File: src/rtl/core/tequ_pkg.sv
// Timed event queue: shared widths, codes and payload types.
// Used by every file of the block; depends on nothing.
package tequ_pkg;

	localparam int unsigned QUEUE_DEPTH = 16;
	localparam int unsigned HANDLE_BITS = 16;
	localparam int unsigned TIME_BITS   = 32;

	typedef enum logic {
		OP_SCHEDULE = 1'b0,
		OP_CHECK    = 1'b1
	} op_t;

	typedef enum logic [1:0] {
		KIND_FIRED    = 2'd0,
		KIND_ACCEPTED = 2'd1,
		KIND_REJECTED = 2'd2
	} result_kind_t;

	typedef struct packed {
		op_t                    operation;
		logic [TIME_BITS-1:0]   now_ms;
		logic [TIME_BITS-1:0]   delay_ms;
		logic [HANDLE_BITS-1:0] event_handle;
	} req_t;

	typedef struct packed {
		result_kind_t           result_kind;
		logic [HANDLE_BITS-1:0] fired_handle;
		logic [TIME_BITS-1:0]   due_time;
		logic                   last_of_run;
	} rsp_t;

	// one queue entry as held in the memory
	typedef struct packed {
		logic [TIME_BITS-1:0]   deadline;
		logic [HANDLE_BITS-1:0] handle;
	} entry_t;

	typedef struct packed {
		logic ins;
		logic rem;
	} slot_cmd_t;

	typedef struct packed {
		logic full;
		logic empty;
	} slot_stat_t;

	typedef enum logic [2:0] {
		ST_IDLE,
		ST_SCAN,
		ST_DRAIN,
		ST_DECIDE,
		ST_EMIT
	} state_t;

endpackage

File: src/rtl/core/timed_event_queue_unit.sv
// Timed event queue top level: request sequencer, deadline scan and result
// register. Uses tequ_pkg, tequ_mem and tequ_slots.
//
//  port group  dir  payload           transfer when
//  req_*       in   tequ_pkg::req_t   req_valid & req_ready
//  rsp_*       out  tequ_pkg::rsp_t   rsp_valid & rsp_ready
//
// Schedule: accept, then load of the result register.
// Check: each fired event needs a full scan of the entry memory through its
// single read port; a closing scan finds nothing more due. Empty queue: no scan.
// Reset clears all occupancy marks at once; no sweep needed.
// A full result register stalls the sequencer in its emit step only; a new
// request is taken while the previous result still waits.
module timed_event_queue_unit #(
	parameter int unsigned QUEUE_DEPTH = tequ_pkg::QUEUE_DEPTH
) (
	input  logic           clk,
	input  logic           arst_n,
	input  logic           req_valid,
	output logic           req_ready,
	input  tequ_pkg::req_t req_item,
	output logic           rsp_valid,
	input  logic           rsp_ready,
	output tequ_pkg::rsp_t rsp_item
);

	localparam int unsigned IDX_W = $clog2(QUEUE_DEPTH);
	localparam int unsigned TW    = tequ_pkg::TIME_BITS;
	localparam int unsigned HW    = tequ_pkg::HANDLE_BITS;

	tequ_pkg::state_t state_q, state_d, emit_next_q;

	logic [TW-1:0]    now_q;
	logic [IDX_W-1:0] scan_idx_q;
	logic             rd_vld_s1;
	logic [IDX_W-1:0] rd_idx_s1;

	logic             best_found_q;
	logic [IDX_W-1:0] best_idx_q;
	logic [IDX_W-1:0] best_rank_q;
	logic [TW-1:0]    best_dl_q;
	logic [HW-1:0]    best_hd_q;

	logic             held_q;
	logic [HW-1:0]    held_hd_q;
	logic [TW-1:0]    held_dl_q;

	tequ_pkg::rsp_t   emit_q;
	tequ_pkg::rsp_t   rsp_q;
	logic             rsp_valid_q;

	logic                 accept, slot_free, is_due, start_scan;
	logic [TW-1:0]        sched_due;
	logic                 wr_en;
	tequ_pkg::entry_t     wr_data, rd_data;
	tequ_pkg::slot_cmd_t  slot_cmd;
	tequ_pkg::slot_stat_t slot_stat;
	logic [IDX_W-1:0]     free_idx, look_rank;
	logic                 look_valid, better;

	tequ_mem #(.DEPTH(QUEUE_DEPTH)) u_mem (
		.clk     (clk),
		.wr_en   (wr_en),
		.wr_idx  (free_idx),
		.wr_data (wr_data),
		.rd_en   (state_q == tequ_pkg::ST_SCAN),
		.rd_idx  (scan_idx_q),
		.rd_data (rd_data)
	);

	tequ_slots #(.DEPTH(QUEUE_DEPTH)) u_slots (
		.clk        (clk),
		.arst_n     (arst_n),
		.cmd        (slot_cmd),
		.rem_idx    (best_idx_q),
		.rem_rank   (best_rank_q),
		.look_idx   (rd_idx_s1),
		.stat       (slot_stat),
		.free_idx   (free_idx),
		.look_valid (look_valid),
		.look_rank  (look_rank)
	);

	assign req_ready = (state_q == tequ_pkg::ST_IDLE);
	assign accept    = req_valid && req_ready;
	assign slot_free = !rsp_valid_q || rsp_ready;
	assign sched_due = req_item.now_ms + req_item.delay_ms;
	assign is_due    = best_found_q && (best_dl_q <= now_q);

	assign wr_en            = accept && req_item.operation == tequ_pkg::OP_SCHEDULE
	                          && !slot_stat.full;
	assign wr_data.deadline = sched_due;
	assign wr_data.handle   = req_item.event_handle;
	assign slot_cmd.ins     = wr_en;
	assign slot_cmd.rem     = (state_q == tequ_pkg::ST_DECIDE) && is_due;

	assign start_scan =
		(accept && req_item.operation == tequ_pkg::OP_CHECK && !slot_stat.empty)
		|| (state_q == tequ_pkg::ST_DECIDE && !held_q && is_due)
		|| (state_q == tequ_pkg::ST_EMIT && slot_free && emit_next_q == tequ_pkg::ST_SCAN);

	// earliest deadline wins, then lowest age rank
	assign better = rd_vld_s1 && look_valid &&
		(!best_found_q || rd_data.deadline < best_dl_q ||
		 (rd_data.deadline == best_dl_q && look_rank < best_rank_q));

	always_comb begin
		state_d = state_q;
		unique case (state_q)
			tequ_pkg::ST_IDLE: begin
				if (accept) begin
					if (req_item.operation == tequ_pkg::OP_SCHEDULE) begin
						state_d = tequ_pkg::ST_EMIT;
					end else if (!slot_stat.empty) begin
						state_d = tequ_pkg::ST_SCAN;
					end
				end
			end
			tequ_pkg::ST_SCAN: begin
				if (scan_idx_q == IDX_W'(QUEUE_DEPTH - 1)) begin
					state_d = tequ_pkg::ST_DRAIN;
				end
			end
			tequ_pkg::ST_DRAIN: begin
				state_d = tequ_pkg::ST_DECIDE;
			end
			tequ_pkg::ST_DECIDE: begin
				if (held_q) begin
					state_d = tequ_pkg::ST_EMIT;
				end else if (is_due) begin
					state_d = tequ_pkg::ST_SCAN;
				end else begin
					state_d = tequ_pkg::ST_IDLE;
				end
			end
			tequ_pkg::ST_EMIT: begin
				if (slot_free) begin
					state_d = emit_next_q;
				end
			end
			default: state_d = tequ_pkg::ST_IDLE;
		endcase
	end

	always_ff @(posedge clk or negedge arst_n) begin
		if (!arst_n) begin
			state_q      <= tequ_pkg::ST_IDLE;
			emit_next_q  <= tequ_pkg::ST_IDLE;
			rd_vld_s1    <= 1'b0;
			best_found_q <= 1'b0;
			held_q       <= 1'b0;
			rsp_valid_q  <= 1'b0;
		end else begin
			state_q   <= state_d;
			rd_vld_s1 <= (state_q == tequ_pkg::ST_SCAN);
			if (start_scan) begin
				best_found_q <= 1'b0;
			end else if (better) begin
				best_found_q <= 1'b1;
			end
			if (state_q == tequ_pkg::ST_DECIDE) begin
				held_q <= is_due;
			end
			if (accept && req_item.operation == tequ_pkg::OP_SCHEDULE) begin
				emit_next_q <= tequ_pkg::ST_IDLE;
			end else if (state_q == tequ_pkg::ST_DECIDE && held_q) begin
				emit_next_q <= is_due ? tequ_pkg::ST_SCAN : tequ_pkg::ST_IDLE;
			end
			if (state_q == tequ_pkg::ST_EMIT && slot_free) begin
				rsp_valid_q <= 1'b1;
			end else if (rsp_ready) begin
				rsp_valid_q <= 1'b0;
			end
		end
	end

	always_ff @(posedge clk) begin
		rd_idx_s1 <= scan_idx_q;
		if (start_scan) begin
			scan_idx_q <= '0;
		end else if (state_q == tequ_pkg::ST_SCAN) begin
			scan_idx_q <= scan_idx_q + 1'b1;
		end
		if (accept) begin
			now_q <= req_item.now_ms;
		end
		if (better) begin
			best_idx_q  <= rd_idx_s1;
			best_rank_q <= look_rank;
			best_dl_q   <= rd_data.deadline;
			best_hd_q   <= rd_data.handle;
		end
		// a fired event is held until the next scan tells whether it ends the run
		if (state_q == tequ_pkg::ST_DECIDE && is_due) begin
			held_hd_q <= best_hd_q;
			held_dl_q <= best_dl_q;
		end
		if (accept && req_item.operation == tequ_pkg::OP_SCHEDULE) begin
			emit_q.result_kind  <= slot_stat.full ? tequ_pkg::KIND_REJECTED
			                                      : tequ_pkg::KIND_ACCEPTED;
			emit_q.fired_handle <= req_item.event_handle;
			emit_q.due_time     <= sched_due;
			emit_q.last_of_run  <= 1'b1;
		end else if (state_q == tequ_pkg::ST_DECIDE && held_q) begin
			emit_q.result_kind  <= tequ_pkg::KIND_FIRED;
			emit_q.fired_handle <= held_hd_q;
			emit_q.due_time     <= held_dl_q;
			emit_q.last_of_run  <= !is_due;
		end
		if (state_q == tequ_pkg::ST_EMIT && slot_free) begin
			rsp_q <= emit_q;
		end
	end

	assign rsp_valid = rsp_valid_q;
	assign rsp_item  = rsp_q;

endmodule

File: src/rtl/core/tequ_mem.sv
// Entry memory of the timed event queue: deadline and handle per slot.
// One write port, one read port with registered data. Uses tequ_pkg.
module tequ_mem #(
	parameter int unsigned DEPTH = tequ_pkg::QUEUE_DEPTH
) (
	input  logic                     clk,
	input  logic                     wr_en,
	input  logic [$clog2(DEPTH)-1:0] wr_idx,
	input  tequ_pkg::entry_t         wr_data,
	input  logic                     rd_en,
	input  logic [$clog2(DEPTH)-1:0] rd_idx,
	output tequ_pkg::entry_t         rd_data
);

	tequ_pkg::entry_t mem_q [DEPTH];
	tequ_pkg::entry_t rd_data_q;

	always_ff @(posedge clk) begin
		if (wr_en) begin
			mem_q[wr_idx] <= wr_data;
		end
		if (rd_en) begin
			rd_data_q <= mem_q[rd_idx];
		end
	end

	assign rd_data = rd_data_q;

endmodule

File: src/rtl/core/tequ_slots.sv
// Slot bookkeeping of the timed event queue: occupancy marks, dense age
// ranks, fill count and free-slot search. Uses tequ_pkg.
module tequ_slots #(
	parameter int unsigned DEPTH = tequ_pkg::QUEUE_DEPTH
) (
	input  logic                     clk,
	input  logic                     arst_n,
	input  tequ_pkg::slot_cmd_t      cmd,
	input  logic [$clog2(DEPTH)-1:0] rem_idx,
	input  logic [$clog2(DEPTH)-1:0] rem_rank,
	input  logic [$clog2(DEPTH)-1:0] look_idx,
	output tequ_pkg::slot_stat_t     stat,
	output logic [$clog2(DEPTH)-1:0] free_idx,
	output logic                     look_valid,
	output logic [$clog2(DEPTH)-1:0] look_rank
);

	localparam int unsigned IDX_W = $clog2(DEPTH);
	localparam int unsigned CNT_W = $clog2(DEPTH + 1);

	logic [DEPTH-1:0] valid_q;
	logic [IDX_W-1:0] rank_q [DEPTH];
	logic [CNT_W-1:0] count_q;

	assign stat.full  = (count_q == CNT_W'(DEPTH));
	assign stat.empty = (count_q == '0);

	// lowest free slot
	always_comb begin
		free_idx = '0;
		for (int i = DEPTH - 1; i >= 0; i--) begin
			if (!valid_q[i]) begin
				free_idx = IDX_W'(i);
			end
		end
	end

	assign look_valid = valid_q[look_idx];
	assign look_rank  = rank_q[look_idx];

	always_ff @(posedge clk or negedge arst_n) begin
		if (!arst_n) begin
			valid_q <= '0;
			count_q <= '0;
		end else if (cmd.ins) begin
			valid_q[free_idx] <= 1'b1;
			count_q           <= count_q + 1'b1;
		end else if (cmd.rem) begin
			valid_q[rem_idx] <= 1'b0;
			count_q          <= count_q - 1'b1;
		end
	end

	// new entry is youngest; on removal every younger entry moves down one
	always_ff @(posedge clk) begin
		for (int i = 0; i < DEPTH; i++) begin
			if (cmd.ins && free_idx == IDX_W'(i)) begin
				rank_q[i] <= count_q[IDX_W-1:0];
			end else if (cmd.rem && valid_q[i] && rank_q[i] > rem_rank) begin
				rank_q[i] <= rank_q[i] - 1'b1;
			end
		end
	end

endmodule

File: config.mk
export PLATFORM = sky130hd
export DESIGN_NAME = timed_event_queue_unit
export DESIGN_NICKNAME = d
export VERILOG_FILES = /design/src/rtl/core/tequ_pkg.sv /design/src/rtl/core/timed_event_queue_unit.sv /design/src/rtl/core/tequ_mem.sv /design/src/rtl/core/tequ_slots.sv
export SDC_FILE = /design/constraint.sdc
export NUM_CORES = 1
export LEC_CHECK = 0
export BUFFER_PORTS_ARGS = -buffer_cell sky130_fd_sc_hd__buf_4
export CAP_MARGIN = 20
export CORE_MARGIN = 10
export CORE_UTILIZATION = 60
export CTS_CLUSTER_SIZE = 24
export DETAILED_ROUTE_END_ITERATION = 6
export PLACE_DENSITY_LB_ADDON = 0.15
export REMOVE_ABC_BUFFERS = 1
export SLEW_MARGIN = 10
export SYNTH_ARGS = -nofsm -noshare
export SYNTH_HDL_FRONTEND = slang
export SYNTH_SLANG_ARGS = --single-unit
File: constraint.sdc
create_clock -name clk -period 14.5 [get_ports clk]
set_input_delay 3.625 -clock clk [delete_from_list [all_inputs] [get_ports clk]]
set_output_delay 3.625 -clock clk [all_outputs]
set_load 0.02 [all_outputs]
==> flow_metrics.tcl <==
set metrics [dict create \
    status "finished, final reports clean" \
    synth_edf_count 1117 \
    final-hold-violation-count 0 \
    synthTopCellsByArea "edfxtp_1 (69%), mux4_2 (12%), ha_1 (4.7%), dfrtp_1 (1.5%), inv_1 (0.97%)" \
    synth_flop_cell "edfxtp_1" \
    crit_buf_inv 2 \
    drive_gt1_share_pct 25.63 \
    cpPeakStageDelay_ps 1030 \
    insertion_delay_ps 680 \
    synth.avg_cell_area_um2 19.19 \
    place_area_um2 51140 \
    crit_slowest_cell "o311ai_0" \
    dp_hpwl_mm 71.08 \
    fin_util_pct 68.69 \
    grt_start_max_net_pins 73 \
    rsz0062_at_grt "no" \
    grt_pass1_wl_mm 179.3 \
    hp-class "register to register" \
    final_area_um2 55240 \
    num_vias 25870 \
    grt.total_usage_pct 25.99 \
    crit_type "primary input to register" \
    post-route-period-util_pct 49.92 \
    ir_drop_mv 0.1122 \
    cts_tree "built" \
    cp.required_ps 15040 \
    drv_slew 0 \
    yosysTopAreaCell "edfxtp_1" \
    postRouteAntennaNets 0 \
    cpLargestDelayFamily "compound AO/OA/AOI/OAI gates" \
    drt_wl_total_mm 121.6 \
    setup_viol 0 \
    cp_max_fo 11 \
    initial_utilization_pct 60.52 \
    nets 3020 \
    numCtsBuffers 115 \
    total_power_mw 10.44 \
    clock-root-buffer "clkbuf_16" \
    synth-async-reset-ratio_pct 2.511 \
    crit_arrival_ps 7780 \
    synth-seq-area-share_pct 70.78 \
    cp-end-kind "register" \
    grt_overflow 0 \
    syn_to_final_growth_pct 13.50 \
    ys_types 66 \
    synth-seq-cells 1155 \
    leakage_nw 18.94 \
    cts_buffer_depth 3 \
    ys_warn_count 0 \
    drc 0 \
    io_pins 138 \
    mostFrequentLayoutCells "edfxtp_1 (1117), mux4_2 (265), buf_4 (192), ha_1 (182), inv_1 (124)" \
    die_w_um 304.8 \
    wire_per_inst_um 31.11 \
    drt-initial-drc-count 2669 \
    die_height_um 304.8 \
    cts_resized 0 \
    critPathLaunchType "primary input" \
    fin_setup_tns_ps 0 \
    path_clk_slew_ps 60 \
    max_freq_mhz 138.2 \
    antenna_found_initial 2 \
    post_cts_buffers 0 \
    htreeDepth 3 \
    grt_pass1_vias 26600 \
    cts_sinks 1155 \
    place.gp.congestion 0.8849 \
    numPortBuffers 137 \
    skew_ps 27.63 \
    synthesis.area_um2 48670 \
    worst_slew_pin_slew_ps 1131 \
    die_area_um2 92910 \
    antenna_cells 0 \
    max_slew_margin_pct 24.40 \
    core_area_um2 80420 \
    synth_top_area_share_pct 68.92 \
    p_per_area_nw_per_um2 188.9 \
    maxCapViolCount 0 \
    dr.pass1.iters 6 \
    synth_cells 2536 \
    rows 104 \
    layout_commonest_cell "edfxtp_1" \
    crit_chain "buf_4, ha_1, a21oi_1, o21ai_0, o311ai_0, a21oi_1, o41ai_1, o21bai_1, xor2_1, buf_4, a22o_1" \
    routed_via_density 6.620 \
    fin_crit_ps 7238 \
    fill_cells 5116 \
    cts_hold_buf 0 \
]
cell type report:
class	count	area, um^2	area share (%)
Multi-Input combinational cell	1157	13590	24.60
Inverter	127	476.7	0.8630
Sequential cell	1155	34460	62.38
Tap cell	1060	1326	2.401
Clock inverter	77	869.6	1.574
Timing Repair Buffer	195	1484	2.686
Clock buffer	137	3033	5.491
where the power goes:
group | switching, mW | leakage, nW | internal (mW)
Combinational | 1.60 | 6.53 | 1.18
Sequential | 0.322 | 10.5 | 4.29
Clock | 1.24 | 1.91 | 1.81
synthesized netlist by cell type (4+ instances only):
| master | instances |
|---|---|
| dfrtp_1 | 29 |
| mux2_2 | 9 |
| o22ai_1 | 10 |
| xor2_1 | 46 |
| nor3_1 | 24 |
| o41ai_1 | 12 |
| nor3_2 | 4 |
| and3_1 | 5 |
| a211oi_1 | 7 |
| nand2_1 | 67 |
| edfxtp_1 | 1117 |
| mux4_2 | 265 |
| nor2_1 | 46 |
| inv_1 | 126 |
| nand2b_1 | 24 |
| a31oi_1 | 5 |
| clkbuf_1 | 71 |
| xnor2_1 | 24 |
| mux2i_1 | 33 |
| dfxtp_1 | 9 |
| o211ai_1 | 10 |
| o21ai_0 | 49 |
| o21bai_1 | 19 |
| o21a_1 | 12 |
| nor4_4 | 13 |
| mux2_4 | 25 |
| and2_1 | 4 |
| nand3_1 | 4 |
| nor2b_1 | 24 |
| a21o_1 | 35 |
| o31ai_1 | 4 |
| ha_1 | 182 |
| buf_1 | 21 |
| a21oi_1 | 70 |
| nor4_1 | 8 |
| a22o_1 | 46 |
| nand4_1 | 36 |
state kept, by name, summed over array words and instances (netlist names), 3 cells and up:
| register | flops |
|---|---|
| emit_q | 51 |
| held_hd_q | 16 |
| u_mem.mem_q | 768 |
| u_mem.rd_data | 48 |
| u_slots.valid_q | 16 |
| best_dl_q | 32 |
| rsp_item | 51 |
| scan_idx_q | 4 |
| best_rank_q | 4 |
| u_slots.count_q | 5 |
| rd_idx_s1 | 4 |
| best_idx_q | 4 |
| u_slots.rank_q | 64 |
| held_dl_q | 32 |
| best_hd_q | 16 |
| state_q | 3 |
| now_q | 32 |
kinds of logic (layout without fill, tap and decap cells):
logic type,after synthesis,count (layout),share of synthesized area (%)
xor+xnor,70,70,1.260
fa+ha+maj,184,184,4.761
mux,332,332,13.92
flops,1155,1155,70.78
simple gates,271,271,3.288
buf+inv,224,536,1.784
compound gates,300,300,4.208
worst reg2reg max path: cells and delay by family, from the launching register on:
family                 cells  cell delay, ps
buffers and inverters      1             680
AND/OR/NAND/NOR            6            3380
flip-flops                 1             480
final timing paths:
path	start	endpoint	slack [ps]	cells after the start
setup / recovery	req_item[34]	emit_q[28]	7260	11
hold / removal	best_hd_q[5]	held_hd_q[5]	410	0
setup reg to reg	state_q[2]	u_mem.mem_q[15][47]	9570	7
hold reg to reg	best_hd_q[5]	held_hd_q[5]	410	0
max in group asynchronous	arst_n	held_q	11280	1
min in group asynchronous	arst_n	u_slots.valid_q[4]	2890	1
per-stage QoR:
stage | std cells | setup slack [ps] | hold slack, ps
floorplan | 2439 | 5163 | 400.3
global placement | 3676 | 6756 | 400.8
detailed placement | 3682 | 6604 | 404.5
CTS | 3896 | 7290 | 411.7
global route | 3908 | 7119 | 411.8
finish | 3908 | 7262 | 411.7
metal layers:
metal	global-route usage, %	up-vias	wire length, um
met3	5.173	209	11180
met5	0	-	16
met1	35.98	13560	47890
met4	8.028	2	3394
met2	41.65	1316	59110
li1	-	10780	-
Note: power is estimated with default switching activity, not from simulation.
